File: src/sv/circle_point_generator_top_assert.svh
// Assertion macros for the circle point generator.
// Both sample on clk and are off while rst_n is low.
`ifndef CIRCLE_POINT_GENERATOR_TOP_ASSERT_SVH
`define CIRCLE_POINT_GENERATOR_TOP_ASSERT_SVH

// Same-cycle implication.
`define CPG_ASSERT_IMP(lbl, cond, prop) \
  lbl: assert property (@(posedge clk) disable iff (!rst_n) (cond) |-> (prop)) \
    else $error("cpg: same-cycle check failed");

// Next-cycle implication.
`define CPG_ASSERT_NXT(lbl, cond, prop) \
  lbl: assert property (@(posedge clk) disable iff (!rst_n) (cond) |=> (prop)) \
    else $error("cpg: next-cycle check failed");

`endif

File: src/sv/cpg_pkg.sv
`default_nettype none

package cpg_pkg;

  localparam int RAD_W   = 11;
  localparam int OFF_W   = 12;
  localparam int DEC_W   = 16;
  localparam int RSQ_W   = 22;
  localparam int CNT_W   = 3;
  localparam logic [CNT_W-1:0] LAST_REFL = 3'd7;

  localparam logic MODE_START = 1'b0;
  localparam logic MODE_STEP  = 1'b1;

  // Octant reflection order within one outline step
  localparam logic [CNT_W-1:0] REFL_AB   = 3'd0;
  localparam logic [CNT_W-1:0] REFL_BA   = 3'd1;
  localparam logic [CNT_W-1:0] REFL_NAB  = 3'd2;
  localparam logic [CNT_W-1:0] REFL_NBA  = 3'd3;
  localparam logic [CNT_W-1:0] REFL_ANB  = 3'd4;
  localparam logic [CNT_W-1:0] REFL_BNA  = 3'd5;
  localparam logic [CNT_W-1:0] REFL_NANB = 3'd6;

  typedef struct packed {
    logic              mode;
    logic signed [15:0] center_x;
    logic signed [15:0] center_y;
    logic [RAD_W-1:0]  radius;
    logic              fill;
  } in_t;

  typedef struct packed {
    logic signed [15:0] point_x;
    logic signed [15:0] point_y;
    logic              plot;
    logic              last_of_run;
    logic              figure_done;
  } out_t;

  // One step's worth of work waiting to be emitted
  typedef struct packed {
    logic signed [15:0]      cx;
    logic signed [15:0]      cy;
    logic signed [OFF_W-1:0] a;    // offset_x, or dx when filling
    logic signed [OFF_W-1:0] b;    // offset_y, or dy when filling
    logic [RSQ_W-1:0]        rsq;
    logic                    fill;
    logic                    done;
  } burst_t;

endpackage

`default_nettype wire

File: src/sv/cpg_emit.sv
`default_nettype none

module cpg_emit #(
  parameter int COORD_BITS = 16
) (
  input  wire cpg_pkg::burst_t           burst,
  input  wire logic [cpg_pkg::CNT_W-1:0] cnt,
  output cpg_pkg::out_t                  res
);

  localparam int SH = 32 - COORD_BITS;

  logic signed [cpg_pkg::OFF_W-1:0] na, nb, ox, oy;
  logic signed [31:0] sx, sy, wx, wy;
  logic signed [2*cpg_pkg::OFF_W-1:0] sqa, sqb;
  logic [2*cpg_pkg::OFF_W:0] d2;
  logic in_disc, last;

  assign na = -burst.a;
  assign nb = -burst.b;

  always_comb begin
    ox = burst.a;
    oy = burst.b;
    if (!burst.fill) begin
      case (cnt)
        cpg_pkg::REFL_AB:   begin ox = burst.a; oy = burst.b; end
        cpg_pkg::REFL_BA:   begin ox = burst.b; oy = burst.a; end
        cpg_pkg::REFL_NAB:  begin ox = na;      oy = burst.b; end
        cpg_pkg::REFL_NBA:  begin ox = nb;      oy = burst.a; end
        cpg_pkg::REFL_ANB:  begin ox = burst.a; oy = nb;      end
        cpg_pkg::REFL_BNA:  begin ox = burst.b; oy = na;      end
        cpg_pkg::REFL_NANB: begin ox = na;      oy = nb;      end
        default:            begin ox = nb;      oy = na;      end
      endcase
    end
  end

  // wrap to COORD_BITS, sign-extend back
  assign sx = 32'(burst.cx) + 32'(ox);
  assign sy = 32'(burst.cy) + 32'(oy);
  assign wx = (sx <<< SH) >>> SH;
  assign wy = (sy <<< SH) >>> SH;

  // inside test for the scan box
  assign sqa = burst.a * burst.a;
  assign sqb = burst.b * burst.b;
  assign d2  = {1'b0, sqa} + {1'b0, sqb};
  assign in_disc = d2 <= {{(2*cpg_pkg::OFF_W+1-cpg_pkg::RSQ_W){1'b0}}, burst.rsq};

  assign last = burst.fill || (cnt == cpg_pkg::LAST_REFL);

  assign res.point_x     = wx[15:0];
  assign res.point_y     = wy[15:0];
  assign res.plot        = burst.fill ? in_disc : 1'b1;
  assign res.last_of_run = last;
  assign res.figure_done = last && burst.done;

endmodule

`default_nettype wire

File: src/sv/circle_point_generator_top.sv
// Midpoint circle point generator.
// Results go through the emit stage register, then the output register, to out_.
// Outline step: eight results, one reflection per cycle from the emit counter
// while out_ready allows; fill step: one result; start request: no result.
// Reset (rst_n low, synchronous): idle, figure state zeroed, no result pending.
`default_nettype none
`include "circle_point_generator_top_assert.svh"

module circle_point_generator_top #(
  parameter int COORD_BITS = 16,
  parameter int RADIUS_MAX = 2047
) (
  input  wire logic           clk,
  input  wire logic           rst_n,
  input  wire logic           in_valid,
  output logic                in_ready,
  input  wire cpg_pkg::in_t   in_data,
  output logic                out_valid,
  input  wire logic           out_ready,
  output cpg_pkg::out_t       out_data
);

  localparam int RAD_W = cpg_pkg::RAD_W;
  localparam int OFF_W = cpg_pkg::OFF_W;
  localparam int DEC_W = cpg_pkg::DEC_W;
  localparam int RAD_TOP = (1 << RAD_W) - 1;
  // radius saturation limit, clipped to what the field can carry anyway
  localparam logic [RAD_W-1:0] RAD_SAT =
    RAD_W'((RADIUS_MAX > RAD_TOP) ? RAD_TOP : RADIUS_MAX);

  // ---------------------------------------------------------------
  // Figure state
  // ---------------------------------------------------------------
  logic                      active_r, active_nxt;
  logic                      fill_mode_r, fill_mode_nxt;
  logic signed [15:0]        cx_r, cx_nxt, cy_r, cy_nxt;
  logic [RAD_W-1:0]          radius_r, radius_nxt;
  logic [cpg_pkg::RSQ_W-1:0] rsq_r, rsq_nxt;
  logic signed [OFF_W-1:0]   offset_x_r, offset_x_nxt, offset_y_r, offset_y_nxt;
  logic signed [DEC_W-1:0]   decision_r, decision_nxt;
  logic [OFF_W-1:0]          col_r, col_nxt, row_r, row_nxt;

  // ---------------------------------------------------------------
  // Emit stage: holds one accepted step until all its results left
  // ---------------------------------------------------------------
  logic                      burst_valid_r, burst_valid_nxt;
  logic [cpg_pkg::CNT_W-1:0] burst_cnt_r, burst_cnt_nxt;
  cpg_pkg::burst_t           burst_r, burst_nxt;

  // output register
  logic                      out_valid_r;
  cpg_pkg::out_t             out_data_r, emit_res;

  logic in_acc, out_load, burst_fin, step_go;

  assign out_load  = burst_valid_r && (!out_valid_r || out_ready);
  assign burst_fin = out_load && (burst_r.fill || burst_cnt_r == cpg_pkg::LAST_REFL);
  // free emit stage, or its last result leaves this cycle
  assign in_ready  = !burst_valid_r || burst_fin;
  assign in_acc    = in_valid && in_ready;
  assign step_go   = in_acc && (in_data.mode == cpg_pkg::MODE_STEP) && active_r;

  // ---------------------------------------------------------------
  // Per-request arithmetic
  // ---------------------------------------------------------------
  logic [RAD_W-1:0]        r_in;
  logic signed [OFF_W-1:0] nx, ny;
  logic signed [DEC_W-1:0] nd;
  logic                    ol_done;
  logic [OFF_W:0]          dx_w, dy_w;
  logic [OFF_W-1:0]        two_r, row_inc, col_inc;
  logic                    row_wrap, col_wrap;

  assign r_in = (in_data.radius > RAD_SAT) ? RAD_SAT : in_data.radius;

  // midpoint decision update
  always_comb begin
    nx = offset_x_r + OFF_W'(1);
    if (decision_r <= 0) begin
      ny = offset_y_r;
      nd = decision_r + (DEC_W'(nx) <<< 1) + DEC_W'(1);
    end else begin
      ny = offset_y_r - OFF_W'(1);
      nd = decision_r + (DEC_W'(nx - ny) <<< 1) + DEC_W'(1);
    end
  end
  assign ol_done = ny < nx;

  // scan box: dx = r - column, dy = r - row
  assign two_r    = {radius_r, 1'b0};
  assign dx_w     = {2'b00, radius_r} - {1'b0, col_r};
  assign dy_w     = {2'b00, radius_r} - {1'b0, row_r};
  assign row_inc  = row_r + OFF_W'(1);
  assign col_inc  = col_r + OFF_W'(1);
  assign row_wrap = row_inc >= two_r;
  assign col_wrap = col_inc >= two_r;

  always_comb begin
    active_nxt    = active_r;
    fill_mode_nxt = fill_mode_r;
    cx_nxt        = cx_r;
    cy_nxt        = cy_r;
    radius_nxt    = radius_r;
    rsq_nxt       = rsq_r;
    offset_x_nxt  = offset_x_r;
    offset_y_nxt  = offset_y_r;
    decision_nxt  = decision_r;
    col_nxt       = col_r;
    row_nxt       = row_r;
    burst_nxt     = burst_r;

    if (in_acc && in_data.mode == cpg_pkg::MODE_START) begin
      // new figure; any running one is dropped
      cx_nxt        = in_data.center_x;
      cy_nxt        = in_data.center_y;
      radius_nxt    = r_in;
      rsq_nxt       = r_in * r_in;
      fill_mode_nxt = in_data.fill;
      offset_x_nxt  = '0;
      offset_y_nxt  = $signed({1'b0, r_in});
      decision_nxt  = DEC_W'(1) - $signed(DEC_W'(r_in));
      col_nxt       = '0;
      row_nxt       = '0;
      active_nxt    = in_data.fill ? (r_in != '0) : 1'b1;
    end else if (step_go) begin
      burst_nxt.cx   = cx_r;
      burst_nxt.cy   = cy_r;
      burst_nxt.rsq  = rsq_r;
      burst_nxt.fill = fill_mode_r;
      if (!fill_mode_r) begin
        burst_nxt.a    = offset_x_r;
        burst_nxt.b    = offset_y_r;
        burst_nxt.done = ol_done;
        offset_x_nxt   = nx;
        offset_y_nxt   = ny;
        decision_nxt   = nd;
        if (ol_done) begin
          active_nxt = 1'b0;
        end
      end else begin
        burst_nxt.a    = dx_w[OFF_W-1:0];
        burst_nxt.b    = dy_w[OFF_W-1:0];
        burst_nxt.done = row_wrap && col_wrap;
        row_nxt        = row_wrap ? '0 : row_inc;
        if (row_wrap) begin
          col_nxt = col_wrap ? '0 : col_inc;
          if (col_wrap) begin
            active_nxt = 1'b0;
          end
        end
      end
    end
  end

  // emit stage control
  always_comb begin
    burst_valid_nxt = burst_valid_r;
    burst_cnt_nxt   = burst_cnt_r;
    if (step_go) begin
      burst_valid_nxt = 1'b1;
      burst_cnt_nxt   = '0;
    end else if (burst_fin) begin
      burst_valid_nxt = 1'b0;
    end else if (out_load) begin
      burst_cnt_nxt = burst_cnt_r + cpg_pkg::CNT_W'(1);
    end
  end

  cpg_emit #(
    .COORD_BITS (COORD_BITS)
  ) u_emit (
    .burst (burst_r),
    .cnt   (burst_cnt_r),
    .res   (emit_res)
  );

  // ---------------------------------------------------------------
  // Registers
  // ---------------------------------------------------------------
  always_ff @(posedge clk) begin
    if (!rst_n) begin
      active_r      <= 1'b0;
      fill_mode_r   <= 1'b0;
      cx_r          <= '0;
      cy_r          <= '0;
      radius_r      <= '0;
      rsq_r         <= '0;
      offset_x_r    <= '0;
      offset_y_r    <= '0;
      decision_r    <= '0;
      col_r         <= '0;
      row_r         <= '0;
      burst_valid_r <= 1'b0;
      burst_cnt_r   <= '0;
      out_valid_r   <= 1'b0;
    end else begin
      active_r      <= active_nxt;
      fill_mode_r   <= fill_mode_nxt;
      cx_r          <= cx_nxt;
      cy_r          <= cy_nxt;
      radius_r      <= radius_nxt;
      rsq_r         <= rsq_nxt;
      offset_x_r    <= offset_x_nxt;
      offset_y_r    <= offset_y_nxt;
      decision_r    <= decision_nxt;
      col_r         <= col_nxt;
      row_r         <= row_nxt;
      burst_valid_r <= burst_valid_nxt;
      burst_cnt_r   <= burst_cnt_nxt;
      if (out_load) begin
        out_valid_r <= 1'b1;
      end else if (out_ready) begin
        out_valid_r <= 1'b0;
      end
    end
  end

  // payload, no reset needed
  always_ff @(posedge clk) begin
    burst_r <= burst_nxt;
    if (out_load) begin
      out_data_r <= emit_res;
    end
  end

  assign out_valid = out_valid_r;
  assign out_data  = out_data_r;

  // ---------------------------------------------------------------
  // Checks
  // ---------------------------------------------------------------
  // a fill step always finishes in one result
  `CPG_ASSERT_IMP(a_fill_single, burst_valid_r && burst_r.fill, burst_cnt_r == '0)
  // an active fill never has a zero radius
  `CPG_ASSERT_IMP(a_fill_radius, active_r && fill_mode_r, radius_r != '0)
  // a pending step whose result is blocked keeps its place
  `CPG_ASSERT_NXT(a_burst_hold, burst_valid_r && !out_load,
                  burst_valid_r && $stable(burst_cnt_r))

endmodule

`default_nettype wire

File: config.mk
export PLATFORM = sky130hd
export DESIGN_NAME = circle_point_generator_top
export DESIGN_NICKNAME = d
export VERILOG_FILES = /design/src/sv/cpg_pkg.sv /design/src/sv/cpg_emit.sv /design/src/sv/circle_point_generator_top.sv
export VERILOG_INCLUDE_DIRS = /design/src /design/src/sv
export SDC_FILE = /design/constraint.sdc
export NUM_CORES = 2
export LEC_CHECK = 0
export CAP_MARGIN = 20
export CORE_MARGIN = 4
export CORE_UTILIZATION = 50
export DETAILED_ROUTE_END_ITERATION = 10
export DONT_BUFFER_PORTS = 1
export PLACE_DENSITY = 0.8
export SLEW_MARGIN = 5
export SYNTH_ARGS = -nofsm -noshare
export SYNTH_HDL_FRONTEND = slang
export SYNTH_HIERARCHICAL = 1
export SYNTH_SLANG_ARGS = --single-unit
File: constraint.sdc
create_clock -name clk -period 7.1 [get_ports clk]
set_input_delay 0.71 -clock clk [delete_from_list [all_inputs] [get_ports clk]]
set_output_delay 0.71 -clock clk [all_outputs]
set_load 0.01 [all_outputs]
-- Word-level counts from Yosys, hierarchy flattened
Cells that the tools add are included.
- flip-flop bits (word level): 251
- bits of input ports: 49
- logic and storage cells: 131
- add/subtract/negate cells: 18
- multipliers: 3
- $lt $le $gt $ge: 6
- equal/unequal tests: 10
- multiplexer cells: 28
- bitwise operators: 5
- reduce and logical (&&, ||, !) cells: 34
- operators with widths (operator ; number):
    $pmux 12 s3 ; 2
    $mux 16 ; 4
    $mux 12 ; 5
    $mul 12x12->24 ; 2
    $mux 11 ; 4
    $add 16x12->16 ; 2
    $add 16x2->16 const B ; 2
    $add 24x24->25 ; 1
    $le 25x22->1 ; 1
    $add 12x1->12 const B ; 2
    $ge 12x12->1 ; 2
    $mux 24 ; 1
    $neg 12->12 ; 2
    $sub 11x12->12 ; 2
    $mul 11x11->22 ; 1
    $add 16x13->16 ; 1
    $add 16x14->16 ; 1
    $le 16x1->1 const B ; 1
    $reduce_or 2->1 ; 8
    $sub 12x12->13 ; 1
    $add 12x2->12 const B ; 1
    $eq 3x3->1 const B ; 4
    $lt 12x12->1 ; 1
    $mux 1 ; 12
    19 further kinds ; 41

-- Longest topological paths before layout
- depth in word-level cells: 10
- mapped depth: 37
- gate-level depth less buffers: 36

-- Cells and area by module
The synthesis kept the hierarchy.
- modules (own cells, without submodules) (module ; instances ; cells an instance ; area each (um2) ; seq. area each (um2)):
    circle_point_generator_top ; 1 ; 1833 ; 16777.3 ; 6105.9
    cpg_emit ; 1 ; 1740 ; 14013.4 ; 0.0

-- Worst setup path after synthesis
OpenSTA, ideal clock, no wires.
- path type: reg2reg
- start: register burst_r[32] (netlist bit)
- end: register out_data_r, in the netlist out_data[2] (data pin)
- arrival: 7627 ps
- path slack: -680 ps
- cell stages (with the launch flop): 38
- period minus slack after synthesis: 7780 ps
- path through: edfxtp_1 clkbuf_1 inv_1 nor2_1 inv_1 fa_1 inv_1 fa_1 inv_1 fa_1 inv_1 fa_1 inv_1 fa_1 inv_1 ha_1 o21a_1 o21a_1 [2 not listed] nor2b_1 xnor2_1 ha_1 o21a_1 nor2_1 nor2b_1 a21boi_0 nor2_1 xnor2_1 ha_1 a21o_1 a21oi_1 nor2b_1 a2111oi_0 o221ai_1 o221ai_1 o311ai_0 o21ai_0
- cells in the longest elaborated chain, start to end: 3
- RTL lines (item ; RTL line ; source):
    start, declared ; circle_point_generator_top.sv:48 ; cpg_pkg::burst_t burst_r, burst_nxt;
    start signal, assigned ; circle_point_generator_top.sv:220 ; burst_r <= burst_nxt;
    $mul 12x12->24 ; cpg_emit.sv:47 ; assign sqb = burst.b * burst.b;
    $add 24x24->25 ; cpg_emit.sv:48 ; assign d2 = {1'b0, sqa} + {1'b0, sqb};
    $le 25x22->1 ; cpg_emit.sv:49 ; assign in_disc = d2 <= {{(2*cpg_pkg::OFF_W+1-cpg_pkg::RSQ_W){1'b0}}, burst.rsq};
    end signal, assigned ; circle_point_generator_top.sv:222 ; out_data_r <= emit_res;
    end, declared ; circle_point_generator_top.sv:52 ; cpg_pkg::out_t out_data_r, emit_res;
No other way between the ends.
A chain may end at the register's enable or synchronous reset.

-- Worst setup path in the final report
- start: register burst_r[47] (netlist bit)
- end: register out_data_r, in the netlist out_data[2] (data pin)
- cells in the longest elaborated chain, start to end: 3
- RTL lines (item ; RTL line ; source):
    $mul 12x12->24 ; cpg_emit.sv:46 ; assign sqa = burst.a * burst.a;
    $add 24x24->25 ; cpg_emit.sv:48 ;
    $le 25x22->1 ; cpg_emit.sv:49 ;
No other way between the ends.

==> out/metrics.yaml <==
timing:
  fin_ws_ns: -0.681
  grt_setup_unrepaired: "yes"
  skew_ns: 0.0287
  maxSlewViolCount: 0
  slew-limit-headroom_pct: 32.4
  worst-slew-pin-transition_ns: 1.00
  period_share_pct: 110
  min_period_ns: 7.78
  fin_tns_setup_ns: -0.681
  final_hold_viol_count: 0
  setup_viol: 1
  clock.fmax_mhz: 129
  timing.hold.ws_ns: 0.271
setup_path:
  path_class: "reg2reg"
  start_kind: "flop"
  slowest_stage: "fa_1"
  crit_path_end_kind: "flop"
  crit_path_frequent_cell: "inv_1"
  worst-path-max-fanout: 11
  cp.arrival_ns: 8.10
  slowest_delay_ns: 0.56
  required_ns: 7.42
clock_network:
  htree_levels: 1
  cts_buffer_depth: 3
  clkTransAtPathRegs_ns: 0.07
  clkLatencyLatePin_ns: 0.58
  numCtsBuffers: 27
  cts_tree: "built"
  cts_sinks: 248
  cts_root_buf: "clkbuf_16"
  ctsHoldBuffers: 0
yosys:
  synth_area_sq_um: 30800
  synth_area_leaders: "fa_1 (21%), ha_1 (14%), edfxtp_1 (11%)"
  synth-edff-count: 114
  synth_top_area_share_pct: 20.6
  postSynth.asyncResetShare_pct: 0
  synth-main-ff-cell: "dfxtp_1"
  synth_seq_cells: 248
  synth_top_area_cell: "fa_1"
  postSynthCellCount: 3573
  ys_seq_area_share_pct: 19.8
  syn-num-nets: 4285
  ys_warn_count: 6
  synth.distinct_cells: 87
  avgSynthCellArea_sq_um: 8.62
die:
  core_area_sq_um: 60700
  die_y_um: 256
  die_w_um: 256
  num_rows: 90
  pin_count: 86
  die_area_sq_um: 65600
  start_util_pct: 50.7
placed_design:
  dp.cells: 4491
  place_ws_ns: -0.508
  place_hpwl_um: 67200
  gp_congestion: 0.945
  io_buffers: 0
  postPlaceCellArea_sq_um: 33300
global_routing:
  grt-ovfl-total: 0
  grt_pass1_vias: 25800
  grt_util_all_layers_pct: 24.9
  use_met1_pct: 32.2
  grt_pass1_wl_um: 133000
  met3_usage_pct: 4.83
  top_usage_layer: "met2"
  antenna_found_initial: 6
  grt_max_degree: 78
  grt_use_met2_pct: 41.4
final_layout:
  final_area_sq_um: 34600
  nets: 4471
  drive_above_1_share_pct: 11.7
  syn2layout_area_growth_pct: 12.2
  finalNonFillerCells: 4563
  post-route-util_pct: 56.9
power_and_ir_drop:
  power.leakage_nw: 16.3
  finalPower_mw: 14.7
  p_per_area_nw_per_um2: 425
  max-vdd-ir-drop_mv: 0.966
hold_path:
  hold_class: "in2reg"
drt:
  routed_wl_um: 84500
  viasPerCell: 5.66
  routedWlPerCell_um: 18.5
  vias: 25800
  drc: 0
  ant_nets: 0
  drt_iter0_markers: 2198
  first_pass_iters: 8
status:
  violations: "setup timing"
  outcome: "finished with violations"
run:
  max_cap_violations: 0
-- cell usage in the layout, fill, tap and decap left out, drive strengths merged, types with 8 or more instances in the layout --
cell / n
o21ai: 130
o211ai: 23
nand3: 58
fa: 317
nor2b: 33
and2: 61
nand2: 373
or2: 12
a21o: 45
o21bai: 18
xor2: 68
nor3: 60
nor2: 271
nand2b: 14
inv: 635
a31oi: 21
buf: 282
nand4: 14
xnor2: 189
and3: 30
ha: 346
dfxtp: 134
edfxtp: 114
mux2: 13
clkbuf: 33
o31ai: 14
a211oi: 25
or3: 25
o21a: 29
a21oi: 238
clkinv: 13
nor4: 13
a2111oi: 8
-- logic make-up (layout without fill, tap and decap cells) --
group / count (synthesis) / count (layout) / synth area share, %
buffers and inverters: 761 / 968 / 9.39
other: 1 / 2 / 0.0122
flip-flops: 248 / 248 / 19.8
AND/OR/NAND/NOR: 979 / 979 / 14.6
adder cells (fa/ha/maj): 663 / 663 / 34.7
XOR/XNOR: 257 / 257 / 7.31
AO/OA/AOI/OAI: 642 / 642 / 13.3
multiplexers: 22 / 22 / 0.849
-- power by group --
group | internal (mW) | switching [mW] | total [mW]
Clock | 0.824 | 0.650 | 1.47
Combinational | 5.50 | 6.01 | 11.5
Sequential | 1.60 | 0.103 | 1.71
-- layer usage --
metal	part of all wire (%)	vias up
li1	-	12100
met1	40	12500
met2	47	996
met3	8.2	272
met4	5.2	8
met5	0.067	-
-- critical path: cells and delay by family (launching register included) --
family          cells  cell delay (ns)
fa+ha+maj           8             3.55
simple gates        8             1.42
compound gates      6             0.89
xor+xnor            2             0.38
buf+inv             9             0.88
flops               1             0.41
-- state kept, by name, summed over array words and instances, names as in the netlist --
name           flops
radius_r          11
col_r             12
decision_r        16
row_r             12
burst_cnt_r        3
burst_r           79
offset_y_r        12
out_data          35
out_valid          1
active_r           1
rsq_r             20
fill_mode_r        1
offset_x_r        12
burst_valid_r      1
cx_r              16
cy_r              16
-- layout make-up --
| type | instances | area [sq um] |
|---|---|---|
| inverters | 636 | 2390 |
| clock inverters | 17 | 169 |
| diodes | 1 | 2.50 |
| clock buffers | 33 | 739 |
| repair buffers | 282 | 2160 |
| well taps | 782 | 978 |
| flip-flops and latches | 248 | 6110 |
| multi-input cells | 2564 | 22000 |
| fillers | 5054 | 26100 |
-- cells in the mapped netlist, drive strengths merged (45+ instances only) --
cell type,n
a21o,45
a21oi,238
edfxtp,114
inv,633
nand3,58
nor3,60
clkbuf,96
and2,61
nor2,271
xor2,68
nand2,373
xnor2,189
dfxtp,134
o21ai,130
fa,317
ha,346
-- final timing paths --
path	start	end	slack (ns)	cells after the start
max	burst_r[47]$_DFFE_PP_	out_data[2]$_DFFE_PP_	-0.68	33
min	in_data[27]	cy_r[15]$_SDFFE_PN0P_	0.27	2
max reg2reg	burst_r[47]$_DFFE_PP_	out_data[2]$_DFFE_PP_	-0.68	33
min reg2reg	cx_r[15]$_SDFFE_PN0P_	burst_r[79]$_DFFE_PP_	0.42	0
-- timing repair --
item                                   CTS  global route
pin swaps                                2            20
endpoints found under the hold margin    0             0
buffers inserted                         4            15
setup endpoints to repair                1             1
resized for setup                       13            29
Note: power is estimated with default switching activity, not from simulation.
